### config.mk
export PLATFORM = sky130hd
export DESIGN_NAME = shell_sort_engine
export DESIGN_NICKNAME = d
export VERILOG_FILES = /design/src/sse_pkg.sv /design/src/sse_store.sv /design/src/sse_ctrl.sv /design/src/shell_sort_engine.sv
export SDC_FILE = /design/constraint.sdc
export NUM_CORES = 2
export LEC_CHECK = 0
export ABC_CLOCK_PERIOD_IN_PS = 7300
export BUFFER_PORTS_ARGS = -buffer_cell sky130_fd_sc_hd__buf_2
export CAP_MARGIN = 30
export CORE_MARGIN = 2
export CORE_UTILIZATION = 45
export DETAILED_ROUTE_END_ITERATION = 16
export MAX_ROUTING_LAYER = met4
export PLACE_DENSITY = 0.66
export SYNTH_ARGS = -nofsm -noshare
export SYNTH_HDL_FRONTEND = slang
export SYNTH_HIERARCHICAL = 1
export SYNTH_SLANG_ARGS = --single-unit
### constraint.sdc
create_clock -name clk -period 7.3 [get_ports clk]
set_input_delay 0.365 -clock clk [delete_from_list [all_inputs] [get_ports clk]]
set_output_delay 0.365 -clock clk [all_outputs]
set_load 0.02 [all_outputs]
### src/sse_pkg.sv
// sse_pkg: shared types and constants for the shell sort engine
// request and result structs, store geometry, store access struct
// no dependencies
package sse_pkg;

	// store geometry
	localparam int MAX_ELEMENTS = 64;
	localparam int ADDR_W       = $clog2(MAX_ELEMENTS);
	localparam int CNT_W        = ADDR_W + 1;
	localparam int DATA_W       = 32;

	// one input request
	typedef struct packed {
		logic signed [DATA_W-1:0] value;
		logic                     last;
	} in_item_t;

	// one result
	typedef struct packed {
		logic signed [DATA_W-1:0] sorted_value;
		logic                     final_res;
		logic                     overflow;
	} out_item_t;

	// store access from the sequencer, one write and one read port
	typedef struct packed {
		logic              we;
		logic [ADDR_W-1:0] waddr;
		logic [DATA_W-1:0] wdata;
		logic [ADDR_W-1:0] raddr;
	} mem_req_t;

endpackage

### src/sse_store.sv
// sse_store: element store, one write port and one registered read port
// depends on sse_pkg
module sse_store (
	input  logic                        clk,
	input  sse_pkg::mem_req_t           req,
	output logic [sse_pkg::DATA_W-1:0]  rd_data
);

	logic [sse_pkg::DATA_W-1:0] mem [sse_pkg::MAX_ELEMENTS];

	// write port
	always_ff @(posedge clk) begin
		if (req.we) begin
			mem[req.waddr] <= req.wdata;
		end
	end

	// registered read port
	always_ff @(posedge clk) begin
		rd_data <= mem[req.raddr];
	end

endmodule

### src/sse_ctrl.sv
// sse_ctrl: load, shell sort and emit sequencer around one shared compare unit
// drives the element store through sse_pkg::mem_req_t
// depends on sse_pkg
module sse_ctrl (
	input  logic                        clk,
	input  logic                        arst_n,
	input  logic                        start,
	input  sse_pkg::in_item_t           item,
	input  logic [sse_pkg::DATA_W-1:0]  rd_data,
	output sse_pkg::mem_req_t           req,
	output logic                        busy,
	output logic                        emit_s1,
	output logic                        final_s1,
	output logic                        ovf_q
);

	typedef enum logic [3:0] {
		ST_IDLE,
		ST_GAP,
		ST_HRD,
		ST_HLD,
		ST_JRD,
		ST_CMP,
		ST_NEXT,
		ST_EMIT,
		ST_LAST
	} state_t;

	state_t                      state_q;
	logic [sse_pkg::CNT_W-1:0]   cnt_q;
	logic [sse_pkg::ADDR_W-1:0]  gap_q;
	logic [sse_pkg::ADDR_W-1:0]  i_q;
	logic [sse_pkg::ADDR_W-1:0]  j_q;
	logic [sse_pkg::ADDR_W-1:0]  k_q;
	logic [sse_pkg::DATA_W-1:0]  held_q;

	// shared compare and index units
	logic                        full;
	logic                        j_ge_gap;
	logic [sse_pkg::ADDR_W-1:0]  j_minus_gap;
	logic                        greater;
	logic [sse_pkg::CNT_W-1:0]   i_plus1;
	logic [sse_pkg::ADDR_W-1:0]  gap_half;
	logic                        k_is_last;

	assign full        = (cnt_q == sse_pkg::CNT_W'(sse_pkg::MAX_ELEMENTS));
	assign j_ge_gap    = (j_q >= gap_q);
	assign j_minus_gap = j_q - gap_q;
	assign greater     = ($signed(rd_data) > $signed(held_q));
	assign i_plus1     = {1'b0, i_q} + sse_pkg::CNT_W'(1);
	assign gap_half    = gap_q >> 1;
	assign k_is_last   = ({1'b0, k_q} == (cnt_q - sse_pkg::CNT_W'(1)));

	assign busy = (state_q != ST_IDLE);

	// store access per state
	always_comb begin
		req       = '0;
		req.raddr = i_q;
		unique case (state_q)
			ST_IDLE: begin
				req.we    = start && !full;
				req.waddr = cnt_q[sse_pkg::ADDR_W-1:0];
				req.wdata = item.value;
			end
			ST_HRD: begin
				req.raddr = i_q;
			end
			ST_JRD: begin
				if (j_ge_gap) begin
					req.raddr = j_minus_gap;
				end else begin
					req.we    = 1'b1;
					req.waddr = j_q;
					req.wdata = held_q;
				end
			end
			ST_CMP: begin
				req.we    = 1'b1;
				req.waddr = j_q;
				req.wdata = greater ? rd_data : held_q;
			end
			ST_EMIT: begin
				req.raddr = k_q;
			end
			default: begin
			end
		endcase
	end

	// sequencer
	always_ff @(posedge clk or negedge arst_n) begin
		if (!arst_n) begin
			state_q  <= ST_IDLE;
			cnt_q    <= '0;
			ovf_q    <= 1'b0;
			gap_q    <= '0;
			i_q      <= '0;
			j_q      <= '0;
			k_q      <= '0;
			held_q   <= '0;
			emit_s1  <= 1'b0;
			final_s1 <= 1'b0;
		end else begin
			emit_s1 <= 1'b0;
			unique case (state_q)
				// load one request per cycle
				ST_IDLE: begin
					if (start) begin
						if (!full) begin
							cnt_q <= cnt_q + sse_pkg::CNT_W'(1);
						end else begin
							ovf_q <= 1'b1;
						end
						if (item.last) begin
							state_q <= ST_GAP;
						end
					end
				end
				// first gap is half the count
				ST_GAP: begin
					gap_q <= cnt_q[sse_pkg::CNT_W-1:1];
					i_q   <= cnt_q[sse_pkg::CNT_W-1:1];
					k_q   <= '0;
					if (cnt_q[sse_pkg::CNT_W-1:1] == '0) begin
						state_q <= ST_EMIT;
					end else begin
						state_q <= ST_HRD;
					end
				end
				// read element i
				ST_HRD: begin
					state_q <= ST_HLD;
				end
				// hold it and start the insertion walk
				ST_HLD: begin
					held_q  <= rd_data;
					j_q     <= i_q;
					state_q <= ST_JRD;
				end
				// read j-gap, or drop the held value in place
				ST_JRD: begin
					if (j_ge_gap) begin
						state_q <= ST_CMP;
					end else begin
						state_q <= ST_NEXT;
					end
				end
				// shift up or insert
				ST_CMP: begin
					if (greater) begin
						j_q     <= j_minus_gap;
						state_q <= ST_JRD;
					end else begin
						state_q <= ST_NEXT;
					end
				end
				// next element, or next gap
				ST_NEXT: begin
					if (i_plus1 < cnt_q) begin
						i_q     <= i_plus1[sse_pkg::ADDR_W-1:0];
						state_q <= ST_HRD;
					end else begin
						gap_q <= gap_half;
						i_q   <= gap_half;
						if (gap_half == '0) begin
							state_q <= ST_EMIT;
						end else begin
							state_q <= ST_HRD;
						end
					end
				end
				// read out in order, the result shows in the cycle after
				ST_EMIT: begin
					emit_s1  <= 1'b1;
					final_s1 <= k_is_last;
					k_q      <= k_q + sse_pkg::ADDR_W'(1);
					if (k_is_last) begin
						state_q <= ST_LAST;
					end
				end
				// final result on the ports, empty the set
				ST_LAST: begin
					cnt_q   <= '0;
					ovf_q   <= 1'b0;
					state_q <= ST_IDLE;
				end
				default: begin
					state_q <= ST_IDLE;
				end
			endcase
		end
	end

endmodule

### src/shell_sort_engine.sv
// shell_sort_engine: top level, collects a set, shell sorts it, emits it ascending
// depends on sse_pkg, sse_store, sse_ctrl
//
// usage: a request is taken at a rising edge with start high and busy low.
// each request carries one signed 32-bit value; up to 64 are stored, later
// ones are dropped and flag overflow on every result of the set. a request
// with last set ends the set: busy rises and the set is sorted by shell sort
// with gaps n/2, n/4 .. 1, all through one compare unit and one store with
// one write and one read port. load takes one request per cycle. for each gap,
// each element is read, held and walked down by insertion, shifting larger
// elements up by one gap per compare. results then follow one per cycle,
// each shown for exactly one cycle with done high, final_res on the last;
// each result is registered from the store read of its emit step, busy
// falls in the cycle after the final result, and the receiver cannot stall
// the result stream. reset clears the count, the overflow flag and the
// sequencer; the store itself is not cleared, only written entries are read.
module shell_sort_engine (
	input  logic                clk,
	input  logic                arst_n,
	input  logic                start,
	input  sse_pkg::in_item_t   item,
	output logic                busy,
	output logic                done,
	output sse_pkg::out_item_t  result
);

	sse_pkg::mem_req_t           req;
	logic [sse_pkg::DATA_W-1:0]  rd_data;
	logic                        emit_s1;
	logic                        final_s1;
	logic                        ovf_q;

	sse_store u_store (
		.clk     (clk),
		.req     (req),
		.rd_data (rd_data)
	);

	sse_ctrl u_ctrl (
		.clk      (clk),
		.arst_n   (arst_n),
		.start    (start),
		.item     (item),
		.rd_data  (rd_data),
		.req      (req),
		.busy     (busy),
		.emit_s1  (emit_s1),
		.final_s1 (final_s1),
		.ovf_q    (ovf_q)
	);

	// result straight from the registered store read
	assign done                = emit_s1;
	assign result.sorted_value = $signed(rd_data);
	assign result.final_res    = final_s1;
	assign result.overflow     = ovf_q;

endmodule

== Word level (Yosys, flattened, before mapping) ==
Memory sizes are Yosys's and may differ from the RTL's. A register that Yosys moved wholly into a read port is not among the register bits.
Cells that the tools add are included.
Storage, ports and cells
  register bits: 70
  bits in latches: 0
  RAM bits: 2048
  memory bits (read-only): 0
  output and inout port bits: 36
  memories: 1
Memories
  u_store.mem: depth 64, width 32, read ports 1, clocked after memory_dff 1, wr ports 1, RTL line sse_store.sv:9  | logic [sse_pkg::DATA_W-1:0] mem [sse_pkg::MAX_ELEMENTS];
Operators by class
  $add $sub $neg: 5
  multipliers: 0
  div/mod/pow operators: 0
  $lt $le $gt $ge: 3
  eq/ne operators: 17
  shift operators: 0
  mux-type cells: 30
  bitwise gates (word level): 0
  reduce and logical (&&, ||, !) cells: 15
Operators by type and width (count)
  $pmux 39 s3: 1
  $pmux 6 s2: 5
  $mux 39: 1
  $gt 32x32->1: 1
  $mux 32: 1
  $pmux 4 s8: 1
  $mux 6: 4
  $eq 4x3->1 const B: 4
  $mux 4: 4
  $mux 7: 2
  $pmux 7 s2: 1
  $logic_not 6->1: 2
  $reduce_and 3->1: 3
  $eq 4x2->1 const B: 2
  $ne 2x2->1 const B: 4
  $reduce_bool 2->1: 4
  $add 6x1->7 const B: 1
  $add 7x1->7 const B: 1
  $eq 6x7->1: 1
  $eq 7x7->1 const B: 1
  $lt 7x7->1: 1
  $sub 7x1->7 const B: 1
  $add 6x1->6 const B: 1
  $ge 6x6->1: 1
  other kinds (13): 22

== Logic depth before layout (Yosys ltp) ==
  word-level depth: 6
  mapped depth: 20
  mapped depth without buffers: 15

== By module ==
The synthesis kept the hierarchy.
By module, submodules not included
  sse_store: instances 1, cells each 3324, area each 78515.3 µm², seq. area each 62139.6 µm²
  sse_ctrl: instances 1, cells each 620, area each 5499.0 µm², seq. area each 1751.7 µm²
  shell_sort_engine: instances 1, cells each 2, area each 15.0 µm², seq. area each 0.0 µm²

== Worst setup path before layout ==
Ideal clock, no wire load.
  kind: register to register
  from: register u_ctrl/j_q[0] in the netlist's numbering
  to: memory u_store/mem[49][0] in the netlist's numbering (enable)
  library setup time: 461 ps
  arrival: 4976 ps
  data required time: 6839 ps
  path slack: 1863 ps
  cell stages (with the launch flop): 15
  clock period less this slack: 5437 ps
  path through: dfrtp_1 -> inv_1 -> ha_1 -> inv_1 -> fa_1 -> a21o_1 -> a2111oi_2 -> nor3_1 -> nand2b_1 -> buf_6 -> buf_6 -> o22ai_1 -> clkbuf_1 -> nand4_1 -> nor3_1
RTL lines
  start: declaration: RTL line sse_ctrl.sv:33  | logic [sse_pkg::ADDR_W-1:0] j_q;
  start signal: assignment: RTL line sse_ctrl.sv:138  | j_q <= i_q;
  start signal: assignment: RTL line sse_ctrl.sv:152  | j_q <= j_minus_gap;
  end: declaration: RTL line sse_store.sv:9

==> impl_results.md <==
* Status: finished clean
* Critical path arrival at 6.77 ns
* H-tree levels at 4
* Die height at 436 um
* Initial antenna violation count at 6
* Vias per std cell at 6.21
* Seq/Total Area, Yosys at 76.0%
* DRT Wirelength at 221 mm
* TritonCTS clock tree: yes
* VDD IR-drop max at between 0.2 and 0.25 mV
* Cell count after placement at 6456
* EDFF count, synth at 2048
* # IOs at 72
* Worst slew margin at about 29%
* Crit path capture type: register
* Post-route design area at 95500 um^2
* Final TNS setup at 0 ns
* Finished Layout Cells at slightly below 7000
* Clock skew at 0.0464 ns
* DR pass1 iterations at 6
* Worst-Margin Slew at 1.06 ns
* Final setup fails at 0
* Fmax at roughly 160 MHz
* Reg-to-reg setup timing slack at 1.22 ns
* Final Power at 23.8 mW
* Pleak at 23.4 nW
* Worst Hold Class: primary input to async pin
* GPL Wtd Cong at 0.875
* Most frequent cells in the layout: edfxtp_1, mux4_2, clkbuf_16
* WP data required at 7.99 ns
* Period utilisation layout at between 80 and 90%
* Worst-path fanout max at 23
* Yosys reg bits at between 2000 and 2500
* WS Path Type: register to register
* Post-DRT Antenna Nets at 0
* Setup bufs post-CTS at 0
* Nets at 4274
* Vias at 42500
* Starting Density at 45.3%
* CP Launch Type: register
* Cells after Synth at between 3000 and 4000
* Worst R2R End: u_store/rd_data[25]
* Synth top area share at 73.2%
* CTS Buffer Depth at 3
* Yosys cell types at 73
* DRC viols at 0
* WP buf/inv at 4
* Vias in the first global route at 41600
* Total GRT Usage at 23.8%
* Asr flop ratio synth at 3.26%
* Post-Synthesis Mean Instance Area at 21.3 um^2
* Count of final hold-check violations at 0
* Synthesis Warnings at 6
* R2r startpoint: u_ctrl/j_q[0]
* Ranking of synthesized cells by area: edfxtp_1, mux4_2, dfrtp_1, mux2i_1, dfxtp_1
* Cell at the slowest stage of the critical path: o22ai_1
* Die Wd at 436 um
* Grt total ovfl at 0
* Final max-slew violation count at 0
* Syn-to-layout area delta at 13.6%
* Synth Net Count at about 4000
* Layout Utilization at 51.5%
* Final Critical Period at 6.08 ns
* RSZ-0062 raised after global routing: false
* DR WL/cell at 32.2 um
* Initial DRC Count at 5730
* Crit path max-delay family: compound AO/OA/AOI/OAI gates
* I/O Buffers at 71
* Max stage delay on crit path at 0.67 ns
* Commonest non-fill, non-tap cell in the layout: edfxtp_1
* Worst-path clk slew at 0.07 ns
* Layout cell share with drive strength beyond 1 at 28.5%
* Largest net degree at the start of global routing at 71
* PD cells at 250 nW/um^2
* Worst R2R Path Depth at 15
* Crit path cell chain: inv_1 > ha_1 > inv_1 > fa_1 > a21o_1 > a2111oi_2 > nor4_1 > o21ai_0 > a221o_4 > buf_12 > buf_4 > mux4_2 > mux4_2 > o22ai_1 > nor2_1
* Dpl hpwl at 134 mm
* Max Cap Violations at 0
* CTS sink count at 2150
* Clock latency on the worst-skew pair at ~0.86 ns
* Row Count at 158
* Core Box Area at around 190000 um^2
* Total CTS buffers at 204
* Die area at 190000 um^2
* Yosys top cell by area: edfxtp_1
* Root buf cell: clkbuf_16
* Synth Flop Type: edfxtp_1
* Dpl cell area at 88700 um^2
* Mapped cell area at 84000 um^2
* First-pass GRT wire length at 313 mm
-- stage by stage --
| stage | hold WS (ns) | setup WS, ns |
|---|---|---|
| 6_report | 0.101 | 1.22 |
| 5_1_grt | 0.133 | 0.859 |
| 4_1_cts | 0.0903 | 1.19 |
| 3_5_place_dp | 0.239 | 1.22 |
| 3_3_place_gp | 0.493 | 0.998 |
| 2_1_floorplan | 0.0694 | 1.86 |
-- kinds of logic (layout without fill, tap and decap cells) --
kind of cell             count (synthesis)  count (layout)  synth area share (%)
flip-flops                            2150            2150                  76.0
AND/OR/NAND/NOR                        427             427                  2.61
multiplexers                           656             656                  15.9
AO/OA/AOI/OAI                          361             361                  2.91
XOR/XNOR                                19              19                 0.198
other                                    0               2                     0
buffers and inverters                  283             706                  1.58
adder cells (fa/ha/maj)                 50              50                 0.753
-- cell usage after synthesis (18+ instances only) --
library cell and instances:
clkbuf_1 90, o21ai_0 51, buf_1 25, nor4_2 27, edfxtp_1 2048, dfrtp_1 70
nand2_1 98, nor2b_1 18, a21oi_1 85, buf_2 70, a221o_1 35, inv_1 60
buf_4 27, mux2i_1 110, mux4_2 544, o22ai_1 88, dfxtp_1 32, ha_1 49
nor2_1 165, nand3_1 22, o221ai_1 30
-- tightest hold or removal path, stage by stage --
cell and delay [ns]:
dlygate4sd3_1 0.55, buf_4 0.14, buf_16 0.25
-- timing repair --
action                                 CTS  global route
hold buffers                             3             0
endpoints found under the hold margin   72             0
resized for setup                        0             0
-- where the power goes --
part           internal [mW]  switching, mW  total, mW  leakage, nW
Clock                   5.91           4.60       10.5         3.27
Combinational        0.00980         0.0168     0.0266         4.78
Sequential              13.3              0       13.3         15.3
-- registers in the layout, summed over array words and instances (netlist names) --
register	cells
u_ctrl/emit_s1	1
u_ctrl/final_s1	1
u_ctrl/k_q	6
u_ctrl/cnt_q	7
u_store/mem	2048
u_ctrl/held_q	32
u_ctrl/j_q	6
u_ctrl/i_q	6
u_ctrl/state_q	4
u_store/rd_data	32
u_ctrl/gap_q	6
u_ctrl/ovf_q	1
-- cell type report --
class                   count  area [um^2]
clock inverters           117         1130
inverters                  60          233
flip-flops and latches   2150        63900
multi-input cells        1513        19400
diodes                      2         5.00
clock buffers             270         5550
well taps                2480         3100
repair buffers            259         2170
fillers                 14400        89900
-- worst max-delay path by stage --
stage / startpoint / end / slack (ns) / cells after the start
2_1_floorplan: u_ctrl/j_q[0] / u_store/mem[49][0] / 1.86 / 14
3_3_place_gp: u_ctrl/j_q[0] / u_store/mem[56][3] / 1.0 / 12
3_5_place_dp: u_ctrl/j_q[0] / u_store/rd_data[17] / 1.22 / 17
4_1_cts: u_ctrl/j_q[0] / u_store/rd_data[17] / 1.19 / 17
5_1_grt: u_ctrl/j_q[0] / u_store/rd_data[17] / 0.86 / 17
6_report: u_ctrl/j_q[0] / u_store/rd_data[25] / 1.22 / 15
-- layer usage --
| metal | routed length, um | share of wire [%] | track usage (%) |
|---|---|---|---|
| met1 | 86600 | 39 | 32.4 |
| met2 | 107000 | 48 | 36.6 |
| met3 | 19300 | 8.7 | 4.07 |
| met4 | 8080 | 3.7 | 8.44 |
| met5 | 0 | 0 | - |
Power figures use the tool's default switching activity.
